==> config.mk <==
export PLATFORM = sky130hd
export DESIGN_NAME = smet_ctrl
export DESIGN_NICKNAME = d
export VERILOG_FILES = /design/src/smet_pkg.sv /design/src/smet_ctrl.sv
export SDC_FILE = /design/constraint.sdc
export NUM_CORES = 1
export LEC_CHECK = 0
export ABC_AREA = 1
export BUFFER_PORTS_ARGS = -buffer_cell sky130_fd_sc_hd__buf_2
export CORE_AREA = 2 2 39 41
export DETAILED_ROUTE_END_ITERATION = 10
export DIE_AREA = 0 0 41 43
export PLACE_DENSITY = 0.33
export SYNTH_ARGS = -nofsm -noshare
export SYNTH_HDL_FRONTEND = slang
export SYNTH_SLANG_ARGS = --single-unit
==> constraint.sdc <==
create_clock -name clock -period 0.89 [get_ports clock]
set_input_delay 0.1335 -clock clock [delete_from_list [all_inputs] [get_ports clock]]
set_output_delay 0.1335 -clock clock [all_outputs]
set_load 0.005 [all_outputs]
==> src/smet_pkg.sv <==
// Shared types, codes and widths for the sparse matrix entry table.
package smet_pkg;

   localparam int CAPACITY_DEFAULT = 256;
   localparam int MAX_DIM_DEFAULT  = 1024;

   localparam int IDX_W    = 10;  // row and column index width
   localparam int VALUE_W  = 32;
   localparam int TOTAL_W  = 48;
   localparam int STATUS_W = 3;
   localparam int COUNT_W  = 9;   // width of the reported entry count
   localparam int CSR_W    = 11;  // width of each dimension register
   localparam int PADDR_W  = 3;
   localparam int PDATA_W  = 32;

   typedef enum logic [STATUS_W-1:0] {
      ST_UPDATED  = 3'd0,
      ST_INSERTED = 3'd1,
      ST_RANGE    = 3'd2,
      ST_FULL     = 3'd3,
      ST_SUM      = 3'd4
   } status_type;

   typedef enum logic {
      FUNC_WRITE = 1'b0,
      FUNC_QUERY = 1'b1
   } func_type;

   typedef enum logic {
      REG_ROWS = 1'b0,
      REG_COLS = 1'b1
   } reg_index_type;

   typedef enum logic [2:0] {
      S_IDLE,
      S_CHECK,
      S_SCAN,
      S_DRAIN,
      S_FINISH
   } state_type;

   typedef struct packed {
      logic accept;  // latch the input beat
      logic issue;   // read the next table entry
      logic finish;  // commit the item and load the result register
   } ctrl_cmd_type;

   typedef struct packed {
      logic skip_scan;   // range fault or empty table
      logic issue_last;  // current read address is the last stored entry
      logic out_free;    // result register can take a new beat
   } dp_status_type;

   typedef struct packed {
      logic [IDX_W-1:0]   row;
      logic [IDX_W-1:0]   col;
      logic [VALUE_W-1:0] value;
   } entry_type;

endpackage

==> src/smet_ctrl.sv <==
// Sequencer for accept, table scan and commit of one item at a time.
module smet_ctrl (
   input  logic                    clock,
   input  logic                    reset,
   input  logic                    req_valid,
   output logic                    req_ready,
   input  smet_pkg::dp_status_type stat,
   output smet_pkg::ctrl_cmd_type  cmd
);
   import smet_pkg::*;

   state_type state_ff, state_in;

   always_ff @(posedge clock) begin
      if (reset) begin
         state_ff <= S_IDLE;
      end else begin
         state_ff <= state_in;
      end
   end

   always_comb begin
      state_in = state_ff;
      unique case (state_ff)
         S_IDLE: begin
            if (req_valid) state_in = S_CHECK;
         end
         S_CHECK: begin
            state_in = stat.skip_scan ? S_FINISH : S_SCAN;
         end
         S_SCAN: begin
            if (stat.issue_last) state_in = S_DRAIN;
         end
         S_DRAIN: begin
            state_in = S_FINISH;
         end
         S_FINISH: begin
            if (stat.out_free) state_in = S_IDLE;
         end
         default: state_in = S_IDLE;
      endcase
   end

   always_comb begin
      cmd       = '0;
      req_ready = 1'b0;
      unique case (state_ff)
         S_IDLE: begin
            req_ready  = 1'b1;
            cmd.accept = req_valid;
         end
         S_SCAN: begin
            cmd.issue = 1'b1;
         end
         S_FINISH: begin
            cmd.finish = stat.out_free;
         end
         default: ;
      endcase
   end

   // a scan never starts on an empty table or a faulty index
   assert property (@(posedge clock) disable iff (reset)
      (state_ff == S_CHECK && stat.skip_scan) |=> state_ff == S_FINISH)
      else $error("scan started though it should be skipped");

   // the drain state follows the last read and leads straight to commit
   assert property (@(posedge clock) disable iff (reset)
      (state_ff == S_DRAIN) |=> (state_ff == S_FINISH && $past(cmd.issue, 2)))
      else $error("drain not preceded by the last read");

   assert property (@(posedge clock) disable iff (reset)
      cmd.finish |=> state_ff == S_IDLE)
      else $error("commit did not return to idle");

endmodule

# Word-level counts from Yosys, hierarchy flattened
# Index checks and enable logic that the tools add are counted.
[classes]
n_eq_ne = 7
n_mux = 9
n_reduce_logical = 2
[op_table]
columns = ["op", "count"]
rows = [
  ["3-bit case mux with 5 select lines", 1],
  ["3-bit two-way mux", 4],
  ["3-bit by 2-bit equality test with 1-bit output (second input constant)", 2],
  ["2-bit != test (second input constant)", 3],
  ["1-bit two-way mux", 4],
  ["3-bit by 1-bit equality test with 1-bit output (second input constant)", 1],
  ["3-bit equality test (second input constant)", 1],
  ["3-bit logical NOT", 1],
  ["3-bit AND reduction", 1],
]
[word_totals]
regBits = 3
input_bits = 6
output_inout_bits = 4
word_cells = 19

# Depth between registers and ports, before layout
# Gate-level depths: netlist of the first run.
[logic_depth]
word_depth = 3
ltp_mapped = 4
ltp_nobuf = 4

# Worst setup path before layout of the first run
# OpenSTA, ideal clock, no wires.
[synth_path]
path_kind = "flip-flop to output port"
from = "reg state_ff[2]"
to = "out cmd[2] (netlist name)"
t_arrival_ps = 652
required_ps = 757
path_slack_ps = 105
stages_incl_launch_ff = 4
path_buffers = 0
cell_sequence = "dfxtp_1 > nor2_4 > nand2_1 > nor2_1"
[synth_rtl]
columns = ["element", "line", "text"]
rows = [
  ["start: declaration", "smet_ctrl.sv:12", "state_type state_ff, state_in;"],
  ["start signal: assignment", "smet_ctrl.sv:18", "state_ff <= state_in;"],
  ["end: declaration", "smet_ctrl.sv:8", "output smet_pkg::ctrl_cmd_type cmd"],
]

==> results of run 1 <==
-- logic make-up after synthesis --
| group | Yosys count | share of synthesized area, % |
|---|---|---|
| simple gates | 14 | 41.30 |
| buf+inv | 7 | 15.21 |
| flops | 3 | 34.78 |
| compound gates | 3 | 8.693 |
-- placed cells by master (no fill, tap or decap), drive strengths merged --
master / synthesis / routed
a21oi: 2 / 2
buf: 0 / 11
clkbuf: 0 / 4
dfxtp: 3 / 3
inv: 7 / 7
nand2: 3 / 3
nand3: 3 / 3
nand4: 2 / 2
nor2: 6 / 6
o21ai: 1 / 1
-- stage by stage --
stage	hold slack, ns	cell area [um^2]
finish	0.08509	295.3
global route	0.08236	295.3
CTS	0.08127	282.8
detailed placement	0.3297	237.7
global placement	0.3348	237.7
floorplan	0.2026	172.7
-- layer usage --
metal / wire, um / GRT usage, %
met3: 36 / 6.283
met5: 0 / 0
met4: 0 / 0
met2: 159 / 5.938
met1: 212 / 8.013
-- what timing repair did --
item | 4_1_cts | 5_1_grt
resized for setup | 4 | 4
buffers inserted | 2 | 0
cloned | 0 | 0
pin swaps | 2 | 1
endpoints found under the setup margin | 4 | 7
endpoints found under the hold margin | 0 | 0
-- cell type report --
| cell class | instances | share of cell area [%] |
|---|---|---|
| Timing Repair Buffer | 11 | 20.34 |
| Sequential cell | 3 | 22.46 |
| Tap cell | 16 | 6.780 |
| Clock buffer | 4 | 8.898 |
| Inverter | 7 | 9.746 |
| Multi-Input combinational cell | 17 | 31.78 |
-- worst max-delay path by stage --
stage / from / endpoint / slack, ns / cells after the start
3_3_place_gp: state_ff[2] / cmd[2] / -0.007 / 4
3_5_place_dp: state_ff[2] / cmd[2] / -0.02 / 4
5_1_grt: state_ff[0] / cmd[1] / -0.24 / 4
4_1_cts: state_ff[0] / cmd[2] / -0.20 / 4
2_1_floorplan: state_ff[2] / cmd[2] / 0.10 / 3
6_report: state_ff[0] / cmd[2] / -0.18 / 4
-- where the power goes --
part | internal (W) | total (W) | leakage, nW | switching, W
Combinational | 0.0000854 | 0.000164 | 0.113 | 0.0000787
Clock | 0.000168 | 0.000232 | 0.0150 | 0.0000646
Sequential | 0.000154 | 0.000177 | 0.0261 | 0.0000231
Total | 0.000407 | 0.000574 | 0.154 | 0.000166
-- worst max-delay path: stages (launching register included) --
cell and delay (ns):
dfxtp_2 0.33, nor2_4 0.14, nand2_2 0.06, nor2_1 0.07
buf_2 0.11
==> out/results.ini, run 1 <==
[floorplanning]
die_h_um = 43
ios = 10
core-area_um2 = 1384
initial_utilization_pct = 12.48
die_area_um2 = 1763
die_w_um = 41
rows = 14

[worst_setup_path]
crit_path_start_kind = register
ff2ff_path_depth = 5
r2r-start = state_ff[0]
end_kind = output pin
path_class = reg -> out
arrival_ns = 0.94
r2r-end = state_ff[0]
worstPathRequired_ns = 0.76
r2r_slack_ns = 0
crit_path_max_fanout = 4

[finish]
final_cells = 58
diodes = 0
final_core_util_pct = 21.34
reg_top3 = state_ff x3
regArea_um2 = 66.31
drive_above_1_share_pct = 54.76
multi_input_comb_area_um2 = 93.84
area_growth_pct = 71.01
nets = 49
top_register = state_ff
n_fill_cell = 161
largest_reg_flops = 3

[outcome]
violations = negative setup slack
status = finished with violations

[yosys]
synth_flop_cell = dfxtp_1
synth_edf_count = 0
ys_async_sr_fraction_pct = 0
synth_top_area_share_pct = 34.78
synth_seq_cells = 3
postSynthCellCount = 27
synth_area_leaders = dfxtp_1, inv_1, nand3_1
ys_types = 11
avgSynthCellArea_um2 = 6.395
ys_seq_area_share_pct = 34.78
yosysTopAreaCell = dfxtp_1
synth_fp_nets = 33
yosysMostFrequentCell = inv_1
synth_area_um2 = 172.7
synth_common_cells = inv_1, nor2_1, dfxtp_1, nand2_1, nand3_1
ys_warn_count = 0

[detailed_routing]
post_drt_wl_per_cell_um = 7.017
drtIter0Drc = 0
drcViolationCount = 0
drt-vias-per-instance = 3.448
vias = 200
firstDrtPassIters = 1
wl_um = 407
ant_nets = 0

[global_routing]
grt_pass1_vias = 160
grt_use_total_pct = 5.617
overflow = 0
grt_antenna_before_repair = 0
grt_pass1_wl_um = 648
grt_max_degree = 6

[clock_network]
cts_root_buf = clkbuf_4
insertion_delay_ns = 0.23
cts.sinks = 3
cts_hold_buf = 0
numCtsBuffers = 3
cts_tree = built
clkTransAtPathRegs_ns = 0.04
cts_buffer_depth = 2
cts_htree_levels = 1

[sta]
finalCritPeriodShare_pct = 120.5
fin_ws_ns = -0.1826
drv_slew = 0
fin_skew_ns = 0.001410
rsz0062_at_grt = true
worst_pin_slew_ns = 0.1307
tns_ns = -0.6380
period_minus_slack_ns = 1.073
setup-violations-final = 5
finalHoldViolCount = 0
fmax_mhz = 932.3
relSlewSlack_pct = 91.29

[place]
io_buffers = 9
place_ws_ns = -0.01735
hpwl_um = 330.8
gp_congestion = 0.6040
place_inst = 52

[power]
power_density_nw_per_um2 = 1943
leakagePower_nw = 0.1542
irDropWorstVdd_uv = 1155
power_w = 0.0005737

[min_path]
hold_start = reset
min_path_cells = 2
min_delay_worst_endpoint = state_ff[1]
hp-class = in -> reg

[job]
maxCapViolations = 0

No activity file was read; power rests on OpenSTA's default activity.
==> run 2, diff against run 1 <==
PLACE_DENSITY = 0.41   (was 0.33)
==> run 2 against run 1 <==
Utilization rose by 0.54 points. Worst setup slack improved by 0.0047 ns. Final area rose by 2.5%. Critical path depth did not move. Fmax rose by 0.44%. Largest power group unchanged. Global-route usage rose by 1.3 points. Die area did not move. The flow still finishes with violations (negative setup slack).
==> out/results.ini, run 2 (same netlist as run 1, synthesis figures left out) <==
[power]
irDropWorstVdd_uv = 603.2  ; was 1155 uV
p_int_w = 0.0004148  ; was 0.0004073 W
power_density_nw_per_um2 = 1941  ; was 1943 nW/um^2
leakagePower_nw = 0.1598  ; was 0.1542 nW
power_frac_seq_pct = 29.5  ; was 30.9%
power_frac_comb_pct = 31.1  ; was 28.6%
clkPwrFrac_pct = 39.4  ; was 40.5%
switchingPower_w = 0.0001730  ; was 0.0001665 W
switching_share_pct = 29.43  ; was 29.01%

[floorplanning]
core-area_um2 = 1384  ; unchanged
initial_utilization_pct = 12.48  ; unchanged
die_w_um = 41  ; unchanged
ios = 10  ; unchanged
rows = 14  ; unchanged
die_h_um = 43  ; unchanged
die_area_um2 = 1763  ; unchanged

[finish]
top_register = state_ff  ; unchanged
final_cells = 59  ; was 58
drive_above_1_share_pct = 58.14  ; was 54.76%
nets = 50  ; was 49
diodes = 0  ; unchanged
largest_reg_flops = 3  ; unchanged
n_fill_cell = 177  ; was 161
area_growth_pct = 75.36  ; was 71.01%
final_common_cell = buf_2  ; unchanged
mostFrequentLayoutCells = buf_2, inv_1, nor2_1  ; unchanged
reg_top3 = state_ff x3  ; unchanged
final_core_util_pct = 21.88  ; was 21.34%

[detailed_routing]
post_drt_wl_per_cell_um = 7.508  ; was 7.017 um
drt-vias-per-instance = 3.661  ; was 3.448
drtIter0Drc = 0  ; unchanged
drcViolationCount = 0  ; unchanged
vias = 216  ; was 200
wl_um = 443  ; was 407 um
ant_nets = 0  ; unchanged
firstDrtPassIters = 1  ; unchanged

[clock_network]
clkTransAtPathRegs_ns = 0.03  ; was 0.04 ns
insertion_delay_ns = 0.23  ; about the same
cts_hold_buf = 0  ; unchanged
cts_htree_levels = 1  ; unchanged
cts.sinks = 3  ; unchanged
cts_tree = built  ; unchanged
cts_buffer_depth = 2  ; unchanged
cts_root_buf = clkbuf_4  ; unchanged
numCtsBuffers = 3  ; unchanged

[sta]
tns_ns = -0.7061  ; was -0.6380 ns
drv_slew = 0  ; unchanged
period_minus_slack_ns = 1.068  ; was 1.073 ns
finalCritPeriodShare_pct = 120.0  ; was 120.5%
worst_pin_slew_ns = 0.1118  ; was 0.1307 ns
fin_skew_ns = 0.0003432  ; was 0.001410 ns
fmax_mhz = 936.4  ; was 932.3 MHz
setup-violations-final = 5  ; unchanged
relSlewSlack_pct = 92.50  ; was 91.29%
finalHoldViolCount = 0  ; unchanged
fin_ws_ns = -0.1779  ; was -0.1826 ns
rsz0062_at_grt = true  ; unchanged

[worst_setup_path]
cp_slowest_cell = dfxtp_4  ; was dfxtp_2
max_stage_delay_ns = 0.35  ; was 0.33 ns
crit_path_max_fanout = 4  ; unchanged
path_class = reg -> out  ; unchanged
worstPathRequired_ns = 0.76  ; about the same
end_kind = output pin  ; unchanged
worst-path-buf-inv = 1  ; unchanged
cp_cell_sequence = nor2_4 -> nand2_2 -> nor2_1 -> buf_2  ; unchanged
cp_top_family = flip-flops  ; unchanged
crit_path_start_kind = register  ; unchanged
arrival_ns = 0.93  ; was 0.94 ns

[min_path]
hp-class = in -> reg  ; unchanged

[global_routing]
grt_pass1_vias = 194  ; was 160
grt_max_degree = 5  ; was 6
grt_antenna_before_repair = 0  ; unchanged
grt_use_total_pct = 6.921  ; was 5.617%
grt_pass1_wl_um = 696  ; was 648 um
overflow = 0  ; unchanged

[job]
maxCapViolations = 0  ; unchanged

[outcome]
status = finished with violations  ; unchanged
violations = negative setup slack  ; unchanged

[place]
gp_congestion = 0.6523  ; was 0.6040
place_inst = 52  ; unchanged
hpwl_um = 309.2  ; was 330.8 um
io_buffers = 9  ; unchanged

## run 2: worst reg2reg max path: stages, from the launching register on
cell and delay, ns:
dfxtp_4 0.35, nor2_4 0.11, buf_4 0.12, buf_4 0.11, nand3_2 0.06, nand4_1 0.10
nor2_1 0.04
## run 2: layer usage
metal | vias up | GRT usage [%] | wire length, um
li1 | 117 | - | -
met1 | 88 | 5.769 | 170
met2 | 9 | 8.438 | 212
met3 | 2 | 7.853 | 52
met4 | 0 | 6.000 | 8
met5 | - | 0 | 0
## run 2: final cells by class
cell class / instances / area, um^2 / share of cell area (%)
sequential: 3 / 66.31 / 21.90
tap: 16 / 20.02 / 6.612
inverter: 7 / 26.28 / 8.678
clock buffer: 4 / 26.28 / 8.678
timing repair buffer: 12 / 67.56 / 22.31
multi-input combinational: 17 / 96.34 / 31.82
## run 2: per-stage QoR
stage	instance area, um^2	setup slack, ns	hold WS (ns)	power, W
floorplan	172.7	0.1047	0.2026	0.0002549
global route	302.8	-0.2410	0.07593	0.0006497
CTS	285.3	-0.1829	0.07781	0.0005813
detailed placement	237.7	-0.004246	0.3328	0.0003033
global placement	237.7	0.005319	0.3348	0.0003034
finish	302.8	-0.1779	0.08578	0.0005878
## run 2: repair_timing
action	4_1_cts	5_1_grt
gates resized for setup	5	3
setup endpoints to repair	4	5
pin swaps	1	0
buffers inserted	2	1
## run 2: worst paths after layout
| kind | start | to | slack [ns] | cells after the start |
|---|---|---|---|---|
| worst max-delay path | state_ff[2] | cmd[2] | -0.18 | 4 |
| worst min-delay path | reset | state_ff[0] | 0.09 | 2 |
| worst max register to register | state_ff[2] | state_ff[0] | -0.11 | 6 |
| worst min register to register | state_ff[1] | state_ff[1] | 0.50 | 2 |
## run 2: power by group through the flow
stage / Sequential, W / Clock [W] / Combinational (W)
after floorplan: 0.000171 / 0 / 0.0000843
after global placement: 0.000174 / 0 / 0.000130
after detailed placement: 0.000173 / 0 / 0.000130
after CTS: 0.000173 / 0.000248 / 0.000160
after global routing: 0.000176 / 0.000270 / 0.000204
final: 0.000173 / 0.000232 / 0.000183
==> run 3, diff against run 2 <==
TNS_END_PERCENT = 10   (was default)
clock period = 1.4 ns   (was 0.89 ns; I/O delays follow)
==> run 3 against run 2 <==
Utilization is 2.8 points lower. First-iteration DRC count is 1 higher. The flow now finishes without violations. Global-route usage is 1.9 points lower. Largest cell class unchanged. Final area is 13% lower. Total power is 42% lower. Sequential share of layout area is 0.85 points higher. Worst setup slack better by 0.36 ns. Cell count is 5.1% lower. Register-to-register slack better by 0.65 ns. Via count is 9.3% lower.
==> out/results.ini, run 3 (same netlist as run 1, synthesis figures left out) <==
[detailed_routing]
vias = 196  ; was 216
drt-vias-per-instance = 3.500  ; was 3.661
firstDrtPassIters = 2  ; was 1
ant_nets = 0  ; unchanged
post_drt_wl_per_cell_um = 7.000  ; was 7.508 um
drcViolationCount = 0  ; unchanged
wl_um = 392  ; was 443 um
drtIter0Drc = 1  ; was 0

[finish]
nets = 47  ; was 50
final_core_util_pct = 19.08  ; was 21.88%
drive_above_1_share_pct = 37.50  ; was 58.14%
diodes = 0  ; unchanged
top_register = state_ff  ; unchanged
fin_area_um2 = 264.0  ; was 302.8 um^2
mostFrequentLayoutCells = buf_2, inv_1, nor2_1  ; unchanged
area_growth_pct = 52.90  ; was 75.36%
largest_reg_flops = 3  ; unchanged
regArea_um2 = 60.06  ; was 66.31 um^2
reg_top3 = state_ff x3  ; unchanged
final_common_cell = buf_2  ; unchanged
n_fill_cell = 164  ; was 177
multi_input_comb_area_um2 = 86.33  ; was 96.34 um^2

[power]
irDropWorstVdd_uv = 394.4  ; was 603.2 uV
power_w = 0.0003412  ; was 0.0005878 W
leakagePower_nw = 0.1434  ; was 0.1598 nW
power_density_nw_per_um2 = 1292  ; was 1941 nW/um^2

[min_path]
hp-class = in -> reg  ; unchanged
min_delay_worst_endpoint = state_ff[1]  ; was state_ff[0]
hold_start = reset  ; unchanged
min_path_cells = 2  ; unchanged

[worst_setup_path]
r2r-end = state_ff[0]  ; unchanged
arrival_ns = 1.01  ; was 0.93 ns
end_kind = output pin  ; unchanged
r2r-start = state_ff[2]  ; unchanged
path_class = reg -> out  ; unchanged
r2r_slack_ns = 0.54  ; was -0.11 ns
crit_path_start_kind = register  ; unchanged
cp_slowest_cell = dfxtp_1  ; was dfxtp_4
crit_path_max_fanout = 5  ; was 4
worst-path-buf-inv = 1  ; unchanged
cp_top_family = flip-flops  ; unchanged
ff2ff_path_depth = 4  ; was 6
worstPathRequired_ns = 1.19  ; was 0.76 ns
max_stage_delay_ns = 0.35  ; about the same
cp_cell_sequence = nor2_4 -> nand2_1 -> nor2_1 -> buf_2  ; was nor2_4 -> nand2_2 -> nor2_1 -> buf_2

[global_routing]
grt_pass1_vias = 165  ; was 194
overflow = 0  ; unchanged
grt_use_met1_pct = 6.390  ; was 5.769%
grt_use_met2_pct = 5.625  ; was 8.438%
grt_antenna_before_repair = 0  ; unchanged
grt_max_degree = 6  ; was 5
grt_pass1_wl_um = 558  ; was 696 um
grt_use_total_pct = 5.010  ; was 6.921%
grt_use_met3_pct = 1.571  ; was 7.853%
grt.busiest_layer = met1  ; was met2

[job]
maxCapViolations = 0  ; unchanged

[floorplanning]
die_area_um2 = 1763  ; unchanged
die_w_um = 41  ; unchanged
rows = 14  ; unchanged
initial_utilization_pct = 12.48  ; unchanged
die_h_um = 43  ; unchanged
ios = 10  ; unchanged
core-area_um2 = 1384  ; unchanged

[sta]
fin_skew_ns = 0.0005414  ; was 0.0003432 ns
finalCritPeriodShare_pct = 86.88
period_minus_slack_ns = 1.216
tns_ns = 0  ; was -0.7061 ns
relSlewSlack_pct = 86.25  ; was 92.50%
setup-violations-final = 0  ; was 5
rsz0062_at_grt = false  ; was true
drv_slew = 0  ; unchanged
finalHoldViolCount = 0  ; unchanged
worst_pin_slew_ns = 0.2059  ; was 0.1118 ns
fmax_mhz = 822.1

[clock_network]
clkTransAtPathRegs_ns = 0.04  ; was 0.03 ns
cts_htree_levels = 1  ; unchanged
insertion_delay_ns = 0.23  ; about the same
cts_hold_buf = 0  ; unchanged
ctsResizeCount = 0  ; was 5
numCtsBuffers = 3  ; unchanged
cts.sinks = 3  ; unchanged
cts_root_buf = clkbuf_4  ; unchanged
cts_buffer_depth = 2  ; unchanged
cts_tree = built  ; unchanged
postCtsSetupBuffers = 0  ; was 2

[place]
io_buffers = 9  ; unchanged
dpl_cell_area_um2 = 237.7  ; unchanged
gp_congestion = 0.6252  ; was 0.6523
hpwl_um = 318.3  ; was 309.2 um

[outcome]
status = finished, final reports clean  ; was finished with violations

run 3: through the flow:
stage | hold slack, ns | std cells | worst slack (ns)
finish | 0.1756 | 56 | 0.1836
global route | 0.1751 | 56 | 0.07197
CTS | 0.1648 | 56 | 0.1622
detailed placement | 0.4156 | 52 | 0.4161
global placement | 0.4116 | 52 | 0.4341
floorplan | 0.2791 | 27 | 0.5382
run 3: area by class of cell:
class                      instances  share of cell area, %
tap                               16                  7.583
multi-input combinational         17                  32.70
inverter                           7                  9.953
clock buffer                       4                  9.953
sequential                         3                  22.75
timing repair buffer               9                  17.06
run 3: worst register-to-register path: cells and delay by family (launching register included):
| family | cells | cell delay, ns |
|---|---|---|
| and+or+nand+nor | 4 | 0.40 |
| DFF | 1 | 0.35 |
run 3: worst max-delay path by stage:
| stage | startpoint | to | cells after the start | slack [ns] |
|---|---|---|---|---|
| 5_1_grt | state_ff[2] | cmd[2] | 4 | 0.07 |
| 2_1_floorplan | state_ff[2] | cmd[2] | 3 | 0.54 |
| 6_report | state_ff[2] | cmd[2] | 4 | 0.18 |
| 4_1_cts | state_ff[2] | cmd[2] | 4 | 0.16 |
| 3_5_place_dp | state_ff[2] | cmd[2] | 4 | 0.42 |
| 3_3_place_gp | state_ff[2] | cmd[2] | 4 | 0.43 |
run 3: per-layer routing:
layer  routed length [um]  share of wire (%)
met2                  175                 45
met3                   33                8.4
met5                    0                  0
met1                  183                 47
met4                    0                  0
run 3: where the power goes:
group	switching [W]	total, W	internal (W)
sequential	0.0000128	0.000109	0.0000962
combinational	0.0000450	0.0000827	0.0000376
clock	0.0000428	0.000150	0.000107
total	0.000101	0.000341	0.000241
